--- src/rtl/rfq_pkg.sv ---
`timescale 1ns / 1ps
// ----------------------------------------------------------------------------
// rfq_pkg
// Shared types, request and status codes, and defaults for the rotating queue.
// ----------------------------------------------------------------------------
package rfq_pkg;

    localparam int DEPTH_DEF       = 16;
    localparam int VALUE_WIDTH_DEF = 32;

    // fixed port field widths
    localparam int REQ_W    = 2;
    localparam int DATA_W   = 32;
    localparam int STEPS_W  = 16;
    localparam int STATUS_W = 2;
    localparam int COUNT_W  = 5;

    // magnitude bits of a positive step count
    localparam int DIVIDEND_W = STEPS_W - 1;

    localparam logic [REQ_W-1:0] REQ_ENQ = 2'd0;
    localparam logic [REQ_W-1:0] REQ_DEQ = 2'd1;
    localparam logic [REQ_W-1:0] REQ_ROT = 2'd2;

    localparam logic [STATUS_W-1:0] ST_DONE  = 2'd0;
    localparam logic [STATUS_W-1:0] ST_FULL  = 2'd1;
    localparam logic [STATUS_W-1:0] ST_EMPTY = 2'd2;

    typedef enum logic [2:0] {
        S_IDLE,
        S_EXEC,
        S_MOD,
        S_COPY,
        S_FRONT,
        S_DONE
    } rfq_state_t;

endpackage

--- src/rtl/rfq_ram.sv ---
`timescale 1ns / 1ps
// ----------------------------------------------------------------------------
// rfq_ram
// Generic simple dual-port RAM: one write port, one read port, registered read.
// ----------------------------------------------------------------------------
module rfq_ram #(
    parameter int WIDTH = 32,
    parameter int DEPTH = 16
) (
    input  logic                     aclk,
    input  logic                     we,
    input  logic [$clog2(DEPTH)-1:0] waddr,
    input  logic [WIDTH-1:0]         wdata,
    input  logic                     re,
    input  logic [$clog2(DEPTH)-1:0] raddr,
    output logic [WIDTH-1:0]         rdata
);

    logic [WIDTH-1:0] mem [DEPTH];
    logic [WIDTH-1:0] rdata_reg;

    always_ff @(posedge aclk) begin
        if (we) begin
            mem[waddr] <= wdata;
        end
        if (re) begin
            rdata_reg <= mem[raddr];
        end
    end

    assign rdata = rdata_reg;

endmodule

--- src/rtl/rfq_mod.sv ---
`timescale 1ns / 1ps
// ----------------------------------------------------------------------------
// rfq_mod
// Restoring remainder unit: step count modulo entry count, one bit per cycle.
// ----------------------------------------------------------------------------
module rfq_mod
    import rfq_pkg::*;
#(
    parameter int CNT_W = 5
) (
    input  logic                  aclk,
    input  logic                  aresetn,
    input  logic                  start,
    input  logic [DIVIDEND_W-1:0] dividend,
    input  logic [CNT_W-1:0]      divisor,
    output logic                  done,
    output logic [CNT_W-1:0]      remainder
);

    localparam int ITER_W = $clog2(DIVIDEND_W);
    localparam logic [ITER_W-1:0] LAST_ITER = ITER_W'(DIVIDEND_W - 1);

    logic                  busy_reg, busy_next;
    logic                  done_reg, done_next;
    logic [ITER_W-1:0]     iter_reg, iter_next;
    logic [DIVIDEND_W-1:0] dvd_reg, dvd_next;
    logic [CNT_W-1:0]      dvs_reg, dvs_next;
    logic [CNT_W:0]        rem_reg, rem_next;
    logic [CNT_W:0]        trial;

    always_comb begin
        busy_next = busy_reg;
        done_next = 1'b0;
        iter_next = iter_reg;
        dvd_next  = dvd_reg;
        dvs_next  = dvs_reg;
        rem_next  = rem_reg;
        trial     = {rem_reg[CNT_W-1:0], dvd_reg[DIVIDEND_W-1]};
        if (start) begin
            busy_next = 1'b1;
            iter_next = '0;
            dvd_next  = dividend;
            dvs_next  = divisor;
            rem_next  = '0;
        end else if (busy_reg) begin
            if (trial >= {1'b0, dvs_reg}) begin
                rem_next = trial - {1'b0, dvs_reg};
            end else begin
                rem_next = trial;
            end
            dvd_next  = {dvd_reg[DIVIDEND_W-2:0], 1'b0};
            iter_next = iter_reg + 1'b1;
            if (iter_reg == LAST_ITER) begin
                busy_next = 1'b0;
                done_next = 1'b1;
            end
        end
    end

    always_ff @(posedge aclk) begin
        if (!aresetn) begin
            busy_reg <= 1'b0;
            done_reg <= 1'b0;
        end else begin
            busy_reg <= busy_next;
            done_reg <= done_next;
        end
        iter_reg <= iter_next;
        dvd_reg  <= dvd_next;
        dvs_reg  <= dvs_next;
        rem_reg  <= rem_next;
    end

    assign done      = done_reg;
    assign remainder = rem_reg[CNT_W-1:0];

endmodule

--- src/rtl/rotating_fifo_queue_core.sv ---
`timescale 1ns / 1ps
// enqueue, dequeue and no-op rotate pass through the execute, front-read and done states
// rotate with positive steps adds the bit-serial modulo, plus a copy pass of k entries
// when k = steps mod count is nonzero, one ring copy per cycle through the write port
// one request in flight, a new one accepted only back in idle, even while a result waits
// aresetn (synchronous, active low) empties the queue; ring contents are not cleared
// ----------------------------------------------------------------------------
// rotating_fifo_queue_core
// FIFO queue on a ring RAM with enqueue, dequeue and rotate requests.
// ----------------------------------------------------------------------------
module rotating_fifo_queue_core
    import rfq_pkg::*;
#(
    parameter int DEPTH       = DEPTH_DEF,
    parameter int VALUE_WIDTH = VALUE_WIDTH_DEF
) (
    input  logic                       aclk,
    input  logic                       aresetn,
    input  logic                       s_valid,
    output logic                       s_ready,
    input  logic [REQ_W-1:0]           s_req_type,
    input  logic signed [DATA_W-1:0]   s_value,
    input  logic signed [STEPS_W-1:0]  s_rotate_steps,
    output logic                       m_valid,
    input  logic                       m_ready,
    output logic [STATUS_W-1:0]        m_status,
    output logic signed [DATA_W-1:0]   m_front_value,
    output logic                       m_front_valid,
    output logic [COUNT_W-1:0]         m_entry_count
);

    localparam int PTR_W = $clog2(DEPTH);
    localparam int CNT_W = $clog2(DEPTH + 1);
    localparam logic [PTR_W-1:0] LAST_PTR = PTR_W'(DEPTH - 1);
    localparam logic [CNT_W-1:0] FULL_CNT = CNT_W'(DEPTH);

    rfq_state_t state_reg, state_next;

    logic [REQ_W-1:0]       req_reg, req_next;
    logic [VALUE_WIDTH-1:0] val_reg, val_next;
    logic [STEPS_W-1:0]     steps_reg, steps_next;
    logic [STATUS_W-1:0]    status_reg, status_next;
    logic [PTR_W-1:0]       head_reg, head_next;
    logic [PTR_W-1:0]       tail_reg, tail_next;
    logic [CNT_W-1:0]       cnt_reg, cnt_next;
    logic [CNT_W-1:0]       left_reg, left_next;
    logic                   pend_reg, pend_next;

    logic                   m_valid_reg, m_valid_next;
    logic [STATUS_W-1:0]    m_status_reg, m_status_next;
    logic [DATA_W-1:0]      m_front_value_reg, m_front_value_next;
    logic                   m_front_valid_reg, m_front_valid_next;
    logic [COUNT_W-1:0]     m_entry_count_reg, m_entry_count_next;

    logic                   ram_we, ram_re;
    logic [PTR_W-1:0]       ram_waddr, ram_raddr;
    logic [VALUE_WIDTH-1:0] ram_wdata, ram_rdata;

    logic                   div_start, div_done;
    logic [CNT_W-1:0]       div_rem;

    logic                   steps_pos, out_free;
    logic [VALUE_WIDTH+DATA_W-1:0]  in_wide, out_wide;
    logic [CNT_W+COUNT_W-1:0]       cnt_wide;

    rfq_ram #(
        .WIDTH (VALUE_WIDTH),
        .DEPTH (DEPTH)
    ) u_ram (
        .aclk  (aclk),
        .we    (ram_we),
        .waddr (ram_waddr),
        .wdata (ram_wdata),
        .re    (ram_re),
        .raddr (ram_raddr),
        .rdata (ram_rdata)
    );

    rfq_mod #(
        .CNT_W (CNT_W)
    ) u_mod (
        .aclk      (aclk),
        .aresetn   (aresetn),
        .start     (div_start),
        .dividend  (steps_reg[DIVIDEND_W-1:0]),
        .divisor   (cnt_reg),
        .done      (div_done),
        .remainder (div_rem)
    );

    function automatic logic [PTR_W-1:0] ptr_inc(input logic [PTR_W-1:0] p);
        ptr_inc = (p == LAST_PTR) ? '0 : p + 1'b1;
    endfunction

    assign steps_pos = (steps_reg != '0) && !steps_reg[STEPS_W-1];
    assign out_free  = !m_valid_reg || m_ready;
    assign in_wide   = {{VALUE_WIDTH{1'b0}}, s_value};
    assign out_wide  = {{DATA_W{1'b0}}, ram_rdata};
    assign cnt_wide  = {{COUNT_W{1'b0}}, cnt_reg};

    // next state
    always_comb begin
        state_next = state_reg;
        case (state_reg)
            S_IDLE: begin
                if (s_valid) begin
                    state_next = S_EXEC;
                end
            end
            S_EXEC: begin
                if (req_reg == REQ_ROT && cnt_reg != '0 && steps_pos) begin
                    state_next = S_MOD;
                end else begin
                    state_next = S_FRONT;
                end
            end
            S_MOD: begin
                if (div_done) begin
                    state_next = (div_rem == '0) ? S_FRONT : S_COPY;
                end
            end
            S_COPY: begin
                if (left_reg == '0 && !pend_reg) begin
                    state_next = S_FRONT;
                end
            end
            S_FRONT: begin
                state_next = S_DONE;
            end
            S_DONE: begin
                if (out_free) begin
                    state_next = S_IDLE;
                end
            end
            default: begin
                state_next = S_IDLE;
            end
        endcase
    end

    // datapath and memory control
    always_comb begin
        req_next           = req_reg;
        val_next           = val_reg;
        steps_next         = steps_reg;
        status_next        = status_reg;
        head_next          = head_reg;
        tail_next          = tail_reg;
        cnt_next           = cnt_reg;
        left_next          = left_reg;
        pend_next          = pend_reg;
        m_valid_next       = m_valid_reg && !m_ready;
        m_status_next      = m_status_reg;
        m_front_value_next = m_front_value_reg;
        m_front_valid_next = m_front_valid_reg;
        m_entry_count_next = m_entry_count_reg;
        ram_we             = 1'b0;
        ram_waddr          = tail_reg;
        ram_wdata          = val_reg;
        ram_re             = 1'b0;
        ram_raddr          = head_reg;
        div_start          = 1'b0;
        case (state_reg)
            S_IDLE: begin
                if (s_valid) begin
                    req_next    = s_req_type;
                    val_next    = in_wide[VALUE_WIDTH-1:0];
                    steps_next  = s_rotate_steps;
                    status_next = ST_DONE;
                end
            end
            S_EXEC: begin
                case (req_reg)
                    REQ_ENQ: begin
                        if (cnt_reg == FULL_CNT) begin
                            status_next = ST_FULL;
                        end else begin
                            ram_we    = 1'b1;
                            tail_next = ptr_inc(tail_reg);
                            cnt_next  = cnt_reg + 1'b1;
                        end
                    end
                    REQ_DEQ: begin
                        if (cnt_reg == '0) begin
                            status_next = ST_EMPTY;
                        end else begin
                            head_next = ptr_inc(head_reg);
                            cnt_next  = cnt_reg - 1'b1;
                        end
                    end
                    REQ_ROT: begin
                        if (cnt_reg == '0) begin
                            status_next = ST_EMPTY;
                        end else if (steps_pos) begin
                            div_start = 1'b1;
                        end
                    end
                    default: begin
                    end
                endcase
            end
            S_MOD: begin
                if (div_done) begin
                    left_next = div_rem;
                    pend_next = 1'b0;
                end
            end
            S_COPY: begin
                // the write at tail takes the word read from head in the cycle before
                if (left_reg != '0) begin
                    ram_re    = 1'b1;
                    head_next = ptr_inc(head_reg);
                    left_next = left_reg - 1'b1;
                end
                if (pend_reg) begin
                    ram_we    = 1'b1;
                    ram_wdata = ram_rdata;
                    tail_next = ptr_inc(tail_reg);
                end
                pend_next = (left_reg != '0);
            end
            S_FRONT: begin
                ram_re = 1'b1;
            end
            S_DONE: begin
                if (out_free) begin
                    m_valid_next       = 1'b1;
                    m_status_next      = status_reg;
                    m_front_valid_next = (cnt_reg != '0);
                    m_front_value_next = (cnt_reg != '0) ? out_wide[DATA_W-1:0] : '0;
                    m_entry_count_next = cnt_wide[COUNT_W-1:0];
                end
            end
            default: begin
            end
        endcase
    end

    always_ff @(posedge aclk) begin
        if (!aresetn) begin
            state_reg   <= S_IDLE;
            head_reg    <= '0;
            tail_reg    <= '0;
            cnt_reg     <= '0;
            pend_reg    <= 1'b0;
            m_valid_reg <= 1'b0;
        end else begin
            state_reg   <= state_next;
            head_reg    <= head_next;
            tail_reg    <= tail_next;
            cnt_reg     <= cnt_next;
            pend_reg    <= pend_next;
            m_valid_reg <= m_valid_next;
        end
    end

    always_ff @(posedge aclk) begin
        req_reg           <= req_next;
        val_reg           <= val_next;
        steps_reg         <= steps_next;
        status_reg        <= status_next;
        left_reg          <= left_next;
        m_status_reg      <= m_status_next;
        m_front_value_reg <= m_front_value_next;
        m_front_valid_reg <= m_front_valid_next;
        m_entry_count_reg <= m_entry_count_next;
    end

    assign s_ready       = (state_reg == S_IDLE);
    assign m_valid       = m_valid_reg;
    assign m_status      = m_status_reg;
    assign m_front_value = m_front_value_reg;
    assign m_front_valid = m_front_valid_reg;
    assign m_entry_count = m_entry_count_reg;

endmodule

--- config.mk ---
export PLATFORM = sky130hd
export DESIGN_NAME = rotating_fifo_queue_core
export DESIGN_NICKNAME = d
export VERILOG_FILES = /design/src/rtl/rfq_pkg.sv /design/src/rtl/rfq_ram.sv /design/src/rtl/rfq_mod.sv /design/src/rtl/rotating_fifo_queue_core.sv
export SDC_FILE = /design/constraint.sdc
export NUM_CORES = 1
export LEC_CHECK = 0
export ABC_AREA = 1
export CORE_ASPECT_RATIO = 2
export CORE_MARGIN = 2
export CORE_UTILIZATION = 65
export DETAILED_ROUTE_END_ITERATION = 8
export DONT_BUFFER_PORTS = 1
export HOLD_SLACK_MARGIN = 0.15
export PLACE_DENSITY = 0.81
export SETUP_SLACK_MARGIN = 0.02
export SLEW_MARGIN = 20
export SYNTH_ARGS = -nofsm -noshare
export SYNTH_HDL_FRONTEND = slang
export SYNTH_SLANG_ARGS = --single-unit
--- constraint.sdc ---
create_clock -name aclk -period 6.37 [get_ports aclk]
set_input_delay 0.9555 -clock aclk [delete_from_list [all_inputs] [get_ports aclk]]
set_output_delay 0.9555 -clock aclk [all_outputs]
set_load 0.01 [all_outputs]
Word-level counts from Yosys, hierarchy flattened:

Memory sizes are Yosys's and may differ from the RTL's. A register that Yosys moved wholly into a read port is not among the register bits.
Cells that the tools add are included.

* input port bits: 54
* word-level logic and storage cells: 145
* RAM bits: 512
* register bits: 146
* output and inout port bits: 42
* memories: 1

Memories
* u_ram.mem: depth 16, bits a word 32, read ports 1, clocked after Yosys merged registers in 1, write ports 1, line rfq_ram.sv:19 `logic [WIDTH-1:0] mem [DEPTH];`

* order comparisons: 1
* muxes and demuxes: 53
* reductions and logical operators: 34
* bitwise operators: 2
* equal/unequal tests: 26
* add/sub/neg operators: 7

Operators with widths (count)
* 32-bit 2-to-1 mux: 2
* 4-bit 2-to-1 mux: 8
* 15-bit 2-to-1 mux: 2
* 5-bit 2-to-1 mux: 5
* 5-bit case mux with 2 select lines: 2
* 3-bit 2-to-1 mux: 6
* 2-bit inequality test (second input constant): 9
* 3-bit case mux with 6 select lines: 1
* 1-bit 2-to-1 mux: 17
* 4-bit case mux with 2 select lines: 2
* 4-bit AND reduction: 4
* 16-bit nonzero test: 1
* 5-bit zero test: 3
* 4-bit by 1-bit adder with 4-bit output (second input constant): 3
* 4-bit == test (second input constant): 3
* 2-bit nonzero test: 5
* 5-bit nonzero test: 2
* 5-bit by 1-bit subtractor with 5-bit output (second input constant): 2
* 2-bit case mux with 2 select lines: 2
* 3-bit by 2-bit == test with 1-bit output (second input constant): 2
* 3-bit == test (second input constant): 2
* 6-bit by 5-bit greater-or-equal comparator with 1-bit output: 1
* 2-bit 2-to-1 mux: 3
* 2-bit by 1-bit inequality test with 1-bit output (second input constant): 3
* other kinds (20): 33

Depth between registers and ports, before layout:

Gate-level depths: netlist (run 1).

* word-level depth: 7
* mapped depth: 12
* depth with buffers taken out: 12

Cells and area by module:

Synthesis (run 1) repeated with hierarchy kept, for this count alone.

* cells, all modules: 2717
* area total of the unflattened synthesis: 29671.0 um2

Modules (own cells, without submodules)
* rfq_ram: area each 23050.9 um2, cells each 2120, seq. area each 16335.7 um2, times used 1
* rotating_fifo_queue_core: area each 5081.1 um2, cells each 420, seq. area each 3273.1 um2, times used 1
* rfq_mod: area each 1539.0 um2, cells each 177, seq. area each 820.8 um2, times used 1

Worst setup path after synthesis (run 1):

No wires, ideal clock.

* kind: input-to-reg
* start point: input s_valid
* end point: register status_reg[0], enable pin
* data required time: 6.067 ns
* arrival: 3.528 ns
* setup time: 0.303 ns
* stages: 3
* setup slack: 2.539 ns
* buffers on the path: 0
* path through: inv_1 nor2_1 o211a_1

* word-level cells in the longest chain between the ends: 2

Ends and longest elaborated chain
* start, declared: line rotating_fifo_queue_core.sv:19 `input logic s_valid,`
* 2-bit inequality test (no line)
* 5-bit AND reduction (no line)
* end signal, assigned: line rotating_fifo_queue_core.sv:261 `status_reg <= status_next;`
* end, declared: line rotating_fifo_queue_core.sv:42 `logic [STATUS_W-1:0] status_reg, status_next;`

No other way between the ends.
A chain may end at the register's enable or synchronous reset.

Final worst setup path (run 1):

* start point: register state_reg[1]
* end point: memory u_ram.mem[0][14], enable pin

* word-level cells in the longest chain between the ends: 4
* elaborated cells on any way between the ends: 5

Ends and longest elaborated chain
* start, declared: line rotating_fifo_queue_core.sv:37 `rfq_state_t state_reg, state_next;`
* start signal, assigned: line rotating_fifo_queue_core.sv:248 `state_reg <= state_next;`
* 3-bit by 2-bit == test with 1-bit output / 3-bit by 1-bit == test with 1-bit output (equally long branches): line rotating_fifo_queue_core.sv:163 `case (state_reg)`
* 1-bit case mux with 2 select lines *: line rotating_fifo_queue_core.sv:163
* 1-bit 2-to-1 mux *: line rfq_ram.sv:23 `if (we) begin`
* 1-bit 2-to-1 mux (not written as such) *: line rfq_ram.sv:24 `mem[waddr] <= wdata;`
* end, declared: line rfq_ram.sv:19

Every way passes the cells marked *; elsewhere a longest branch is shown, timed or not.

==> summary.md, run 1 <==
| Metric | Value |
|---|---|
| Power after layout | `9410 uW` |
| Fraction of synthesis flops using an asynchronous set or reset pin | `0%` |
| Switching power share of the total | `23.4%` |
| IO Port Bufs | `0` |
| Global-route wire length before repair | `94.5 mm` |
| Final wirelength | `64.0 mm` |
| Worst hold path class | `reg -> reg` |
| DRT Pass-1 Iters | `6` |
| Synth Area in Compound Gates | `9.09%` |
| Power density relative to cell area | `318 nW/um^2` |
| Distinct cell type count after synthesis | `34` |
| Antenna violations before repair | `1` |
| Die Span X | `149 um` |
| Post-synth top area share | `72.7%` |
| Overall die height | `294 um` |
| Reg clk slew, reported paths | `70 ps` |
| Max IR drop VDD | `227 uV` |
| Post-detailed-route DRC marker count | `0` |
| Share of final-layout standard cells stronger than drive strength 1 | `6.87%` |
| Leak | `0.0101 uW` |
| Post-DP HPWL | `36.6 mm` |
| Register ranked first by flip-flop count | `u_ram.mem` |
| Maximum achievable frequency | `0.277 GHz` |
| Row count | `106` |
| Cell taking the most area after synthesis | `sky130_fd_sc_hd__edfxtp_1` |
| Synth Flop Type | `sky130_fd_sc_hd__edfxtp_1` |
| Hold bufs inserted after CTS | `0` |
| Top fanout value on the critical path | `35` |
| Inserted Clock Buffers | `53` |
| Aggregate global-route resource usage | `28.9%` |
| # setup viols final | `0` |
| Largest net degree at the start of global routing | `108` |
| Cells along the critical path | `inv_2 -> nor2_2 -> nand2_2 -> inv_1 -> nand2_2 -> nand2_2 -> nand2_1 -> nor2_4` |
| Filler cell count | `2,545` |
| Setup skew after layout | `27.1 ps` |
| Status | `finished clean` |
| Arithmetic-cell share of the synthesized area counting full adders, half adders and majority gates | `1.11%` |
| Unrepaired setup endpoints after global routing | `no` |
| Arrival time worst endpoint | `3820 ps` |
| Number of H-tree branching levels | `2` |
| Critical Path End Type | `flip-flop` |
| Cell with the largest stage delay on the worst path | `sky130_fd_sc_hd__nor2_4` |
| Routed length per instance | `23.9 um` |
| Register area share after synthesis | `74.8%` |
| Internal power | `7200 uW` |
| Detail Route Antenna Nets | `0` |
| Slew at the pin closest to its max-slew limit | `1140 ps` |
| Clock Latency Late Sink | `610 ps` |
| Number of post-CTS setup repair buffers | `0` |
| Final Hold Violating Endpoints | `0` |
| Clock sink total | `690` |
| Overall overflow remaining after global route | `0` |
| Commonest cells post-synth | `sky130_fd_sc_hd__edfxtp_1, sky130_fd_sc_hd__nor2_1, sky130_fd_sc_hd__nand2_1` |
| Synthesis Warnings | `0` |
| Area inside the core boundary | `41,600 um^2` |
| Share of total power in the clock network | `36.5%` |
| Number of enable-type register cells in the synthesized netlist | `661` |
| Portion of netlist area occupied by mux cells | `0%` |
| Max Cap Violations | `0` |
| Number of global-route vias before repair | `17,100` |
| Category of the worst setup path launch point | `flip-flop` |
| Req. time, crit path | `6580 ps` |
| Starting density of the core | `65.6%` |
| Xor-xnor portion of the synthesized cell area | `0.449%` |
| Final clock period utilization by the worst path | `56.7%` |
| Overall die area | `43,800 um^2` |
| Post-synthesis register bit count | `690` |
| Worst slew slack as a fraction of its limit | `24.0%` |
| Count leader, synth | `sky130_fd_sc_hd__edfxtp_1` |
| Final count of pins violating max slew | `0` |
| Max reg flops | `512` |
| Resized Gates After CTS | `0` |
| Ranking of synthesized cells by area | `sky130_fd_sc_hd__edfxtp_1, sky130_fd_sc_hd__nor2_1, sky130_fd_sc_hd__o21ai_0` |
| Routed vias | `17,200` |
| Reported net switching power | `2200 uW` |
| Netlist area before placement | `27,300 um^2` |
| DR iter-0 viols | `2,298` |
| Count of boundary I/O pins | `96` |
| Cell seen most often among critical-path stages | `sky130_fd_sc_hd__nand2_2` |
| Delay-heaviest family, CP | `simple AND/OR/NAND/NOR gates` |
| Total negative slack | `0 ps` |
| Register share of total power | `55.7%` |
| Library cell used as clock root buffer | `sky130_fd_sc_hd__clkbuf_16` |
| Count of nets after finishing | `2,174` |
| Post-synthesis simple-gate area fraction | `11.2%` |
| Synthesized netlist cell count | `2,139` |
| Post-synthesis to final-layout area growth | `8.49%` |
| Main combinational cell family by area after synthesis | `simple AND/OR/NAND/NOR gates` |
| Post-synth net total | `2,216` |
| Min cycle time layout | `3610 ps` |
| CTS tree | `yes` |
| Setup Crit Path Kind | `reg -> reg` |
| Portion of total power attributed to combinational logic | `7.8%` |
| Crit-path max cell delay | `920 ps` |
| Weighted congestion at the end of routability-driven global placement | `0.859` |
| Maximum root-to-sink buffer count | `3` |
| Number of vias per cell | `6.41` |
| Mean instance size in the synthesized netlist | `12.8 um^2` |
| Count of buffering cells on the critical path with inverters included | `2` |
==> cell families after synthesis <==
group                    after synthesis
AND/OR/NAND/NOR                      773
flip-flops                           690
AO/OA/AOI/OAI                        437
buffers and inverters                202
adder cells (fa/ha/maj)               23
XOR/XNOR                              14
==> layout make-up <==
type / instances / area (um^2) / share of cell area [%]
Sequential cell: 690 / 20400 / 69.0
Multi-Input combinational cell: 1247 / 6120 / 20.7
Clock buffer: 58 / 1350 / 4.54
Tap cell: 540 / 676 / 2.28
Clock inverter: 41 / 460 / 1.55
Inverter: 86 / 328 / 1.11
Timing Repair Buffer: 19 / 255 / 0.862
Antenna cell: 1 / 2.50 / 0.00845
==> metrics by stage <==
stage	utilization [%]	hold slack (ps)	instances	setup slack (ps)	area [um^2]
after floorplan	-	400	2139	2540	27300
after global placement	66.4	401	2576	2940	27700
after detailed placement	66.4	406	2576	2760	27700
after CTS	70.7	413	2675	2780	29500
after global routing	71.1	418	2682	2550	29600
final	71.1	424	2682	2760	29600
==> final timing paths <==
check / from / to / slack, ps / depth (start not counted)
setup / recovery: state_reg[1] / u_ram.mem[0][14] / 2760 / 8
hold / removal: status_reg[0] / m_status[0] / 420 / 0
setup reg to reg: state_reg[1] / u_ram.mem[0][14] / 2760 / 8
hold reg to reg: status_reg[0] / m_status[0] / 420 / 0
==> metal layers <==
layer  GRT usage (%)  up-vias  part of all wire (%)
met5               0        -                     0
met4            14.8        0                   3.8
met3            4.08      166                   8.5
met2            51.4     1002                    54
met1            34.1     8454                    34
li1                -     7564                     -
==> layout by cell type, fill, tap and decap left out, types with 39 or more instances in the layout <==
cell type	n
sky130_fd_sc_hd__o22ai_1	65
sky130_fd_sc_hd__clkbuf_16	53
sky130_fd_sc_hd__edfxtp_1	661
sky130_fd_sc_hd__o211ai_1	39
sky130_fd_sc_hd__o21ai_1	43
sky130_fd_sc_hd__nor2_1	341
sky130_fd_sc_hd__o21ai_0	241
sky130_fd_sc_hd__nand2_1	316
sky130_fd_sc_hd__inv_1	77
sky130_fd_sc_hd__nand3_1	79
==> power by group through the flow <==
| stage | sequential, uW | clock, uW | combinational (uW) |
|---|---|---|---|
| after global placement | 5330 | 0 | 670 |
| after floorplan | 5290 | 0 | 506 |
| after CTS | 5240 | 3450 | 721 |
| final | 5240 | 3440 | 733 |
| after global routing | 5250 | 3600 | 802 |
| after detailed placement | 5330 | 0 | 713 |
Power figures use the tool's default switching activity.
==> inputs of run 2 (changes only) <==
- ABC_AREA: 1 -> 0
- CORE_UTILIZATION: 65 -> 63
- PLACE_DENSITY: 0.81 -> 0.79
- clock period: 6.37 -> 3.6 ns (I/O delays scaled with it)
==> run 2 against run 1 <==
- utilization is 0.078 points higher
- largest power group unchanged
- via count is 19% lower
- synthesized cell count is 33% lower
- highest routed layer unchanged
- critical path type unchanged
- critical endpoint is now u_ram.mem[12][21]
- critical path depth is 1 lower
- combinational power is 8.5% higher
- fmax is 15% higher
- cell count is 22% lower
- largest cell class unchanged
- sequential cell count stayed put
- synthesized area is 1.5% lower
==> summary.md, run 2 <==
| Metric | Value |
|---|---|
| Req. time, crit path | `3860 ps (-2720 ps)` |
| Die Span X | `150 um (+0.79%)` |
| Library cell used as clock root buffer | `sky130_fd_sc_hd__clkbuf_16` |
| Unrepaired setup endpoints after global routing | `no` |
| Delay-heaviest family, CP | `simple AND/OR/NAND/NOR gates` |
| Final clock period utilization by the worst path | `87.6% (+31 points)` |
| Ranking of synthesized cells by area | `sky130_fd_sc_hd__edfxtp_1, sky130_fd_sc_hd__mux4_2, sky130_fd_sc_hd__nand2_1` |
| Number of enable-type register cells in the synthesized netlist | `661 (unchanged)` |
| Min cycle time layout | `3150 ps (-459 ps)` |
| Post-synth net total | `1,516 (-32%)` |
| Slew at the pin closest to its max-slew limit | `782 ps (-356 ps)` |
| Cell seen most often among critical-path stages | `sky130_fd_sc_hd__buf_4` |
| Internal power | `12,600 uW (+75%)` |
| Antenna violations before repair | `0 (-1)` |
| Share of total power in the clock network | `38.2% (+1.7 points)` |
| Max reg flops | `512 (unchanged)` |
| FF/Latch Area | `20,400 um^2 (about the same)` |
| Weighted congestion at the end of routability-driven global placement | `0.792 (-7.7%)` |
| Top fanout value on the critical path | `21 (-40%)` |
| Global-route wire length before repair | `89.1 mm (-5.7%)` |
| Clock sink total | `690 (unchanged)` |
| Cell with the largest stage delay on the worst path | `sky130_fd_sc_hd__o21ai_1` |
| Portion of total power attributed to combinational logic | `5.0% (-2.8 points)` |
| Register share of total power | `56.8% (+1.1 points)` |
| Post-synthesis to final-layout area growth | `12.0%` |
| Register ranked first by flip-flop count | `u_ram.mem` |
| Routed vias | `13,900 (-19%)` |
| Total inserted antenna cells | `0 (-1)` |
| Maximum achievable frequency | `0.317 GHz (+15%)` |
| Largest net degree at the start of global routing | `53 (-51%)` |
| Total placed instance area | `27,800 um^2 (+0.52%)` |
| Share of final-layout standard cells stronger than drive strength 1 | `19.3% (+12 points)` |
| Setup skew after layout | `42.0 ps (+14.9 ps)` |
| Cell taking the most area after synthesis | `sky130_fd_sc_hd__edfxtp_1` |
| Switching power share of the total | `21.3% (-2.1 points)` |
| Setup Crit Path Kind | `reg -> reg` |
| Arrival time worst endpoint | `3420 ps (-400 ps)` |
| Final wirelength | `59.2 mm (-7.5%)` |
| Max Cap Violations | `0 (unchanged)` |
| Count of nets after finishing | `1,589 (-27%)` |
| Critical Path End Type | `flip-flop` |
| CTS tree | `yes` |
| Leak | `0.00957 uW (-5.6%)` |
| Power density relative to cell area | `530 nW/um^2 (+67%)` |
| Count of boundary I/O pins | `96 (unchanged)` |
| Synthesis Warnings | `0 (unchanged)` |
| Post-synth top area share | `73.8% (+1.1 points)` |
| Crit-path max cell delay | `500 ps (-420 ps)` |
| Number of vias per cell | `6.63 (+3.5%)` |
| Synthesized netlist cell count | `1,439 (-33%)` |
| Most frequent cells in the layout | `sky130_fd_sc_hd__edfxtp_1, sky130_fd_sc_hd__nand2_1, sky130_fd_sc_hd__mux4_2` |
| Register area share after synthesis | `76.0% (+1.1 points)` |
| Status | `finished clean` |
| Overall overflow remaining after global route | `0 (unchanged)` |
| Number of H-tree branching levels | `2 (unchanged)` |
| Fraction of synthesis flops using an asynchronous set or reset pin | `0% (unchanged)` |
| DRT Pass-1 Iters | `5 (-1)` |
| Post-detailed-route DRC marker count | `0 (unchanged)` |
| Count leader, synth | `sky130_fd_sc_hd__edfxtp_1` |
| Commonest cells post-synth | `sky130_fd_sc_hd__edfxtp_1, sky130_fd_sc_hd__nand2_1, sky130_fd_sc_hd__mux4_2` |
| Most common library cell in the layout ignoring fill and taps | `sky130_fd_sc_hd__edfxtp_1` |
| Detail Route Antenna Nets | `0 (unchanged)` |
| Area taken by multi-input logic gates | `6210 um^2 (+1.5%)` |
| Final count of pins violating max slew | `0 (unchanged)` |
| DR iter-0 viols | `1,196 (-48%)` |
| Area inside the core boundary | `42,300 um^2 (+1.6%)` |
| Maximum root-to-sink buffer count | `3 (unchanged)` |
| Post-DP HPWL | `32.6 mm (-11%)` |
| Reported net switching power | `3400 uW (+54%)` |
| Overall die area | `44,500 um^2 (+1.6%)` |
| Netlist area before placement | `26,900 um^2 (-1.5%)` |
| Final Hold Violating Endpoints | `0 (unchanged)` |
| Post-synthesis register bit count | `690 (unchanged)` |
| Inserted Clock Buffers | `56 (+5.7%)` |
| Distinct cell type count after synthesis | `60 (+76%)` |
| Worst hold path class | `in -> reg` |
| Synth Flop Type | `sky130_fd_sc_hd__edfxtp_1` |
| Filler cell count | `2,438 (-4.2%)` |
| Reg clk slew, reported paths | `70 ps (about the same)` |
| Worst slew slack as a fraction of its limit | `47.8% (+24 points)` |
| Cells along the critical path | `buf_4 -> inv_2 -> or3_4 -> o21ai_1 -> nand2_1 -> nor2_4 -> buf_4` |
| Total negative slack | `0 ps (unchanged)` |
| Row count | `107 (+0.94%)` |
| Final Instance Area | `30,100 um^2 (+1.7%)` |
| # setup viols final | `0 (unchanged)` |
| Count of buffering cells on the critical path with inverters included | `3 (+1)` |
| Starting density of the core | `63.6% (-2.0 points)` |
| IO Port Bufs | `0 (unchanged)` |
| Minimum setup slack among reg-to-reg paths | `450 ps (-2310 ps)` |
| Aggregate global-route resource usage | `27.5% (-1.5 points)` |
| Clock Latency Late Sink | `620 ps (about the same)` |
| Overall die height | `296 um (+0.80%)` |
| Mean instance size in the synthesized netlist | `18.7 um^2 (+46%)` |
| Category of the worst setup path launch point | `flip-flop` |
| Number of global-route vias before repair | `14,800 (-14%)` |
| Max IR drop VDD | `477 uV (+110%)` |
| Routed length per instance | `28.2 um (+18%)` |
run 2: logic make-up (layout without fill, tap and decap cells):
group                    after synthesis  count (layout)  synth area share [%]
buffers and inverters                 92             210                  1.55
adder cells (fa/ha/maj)               23              23                  1.13
AO/OA/AOI/OAI                        126             126                  3.27
XOR/XNOR                              13              13                 0.423
multiplexers                         148             148                  11.5
AND/OR/NAND/NOR                      347             347                  6.13
flip-flops                           690             690                  76.0
run 2: power by group through the flow:
stage | Clock [uW] | Combinational, uW | Sequential [uW]
after floorplan | 0 | 537 | 9220
after global placement | 0 | 680 | 9250
after detailed placement | 0 | 738 | 9260
after CTS | 6160 | 791 | 9080
after global routing | 6410 | 871 | 9090
final | 6100 | 795 | 9080
run 2: through the flow:
stage	instances	hold WS, ps	utilization (%)	setup slack [ps]	total power (uW)
after floorplan	1439	400	-	254	9750
after global placement	1946	416	65.6	676	9930
after detailed placement	1947	423	65.7	495	9990
after CTS	2101	256	71.2	474	16000
after global routing	2102	252	71.2	292	16400
final	2102	254	71.2	446	16000
run 2: cell type report:
cell class,instances,area share (%)
flip-flops and latches,690,67.9
multi-input cells,657,20.6
clock buffers,73,4.93
repair buffers,88,3.03
well taps,545,2.26
clock inverters,30,1.07
inverters,19,0.237
run 2: final timing paths:
kind                 startpoint                 to  depth (start not counted)
hold reg to reg   status_reg[1]        m_status[1]                          0
hold / removal          m_ready            m_valid                          2
setup / recovery   state_reg[0]  u_ram.mem[12][21]                          7
setup reg to reg   state_reg[0]  u_ram.mem[12][21]                          7
run 2: layer usage:
| metal | vias to the layer above | GRT usage [%] | part of all wire [%] |
|---|---|---|---|
| met1 | 7146 | 34.1 | 36 |
| met5 | - | 0 | 0 |
| met2 | 836 | 48.5 | 54 |
| met4 | 0 | 11.0 | 3.7 |
| met3 | 152 | 4.17 | 7.1 |
| li1 | 5811 | - | - |
run 2: timing repair:
item                                   in CTS  in global routing
resized for setup                           0                  0
hold buffers                               51                  0
setup endpoints to repair                   0                  0
endpoints found under the hold margin      53                  0
buffers inserted                            0                  0
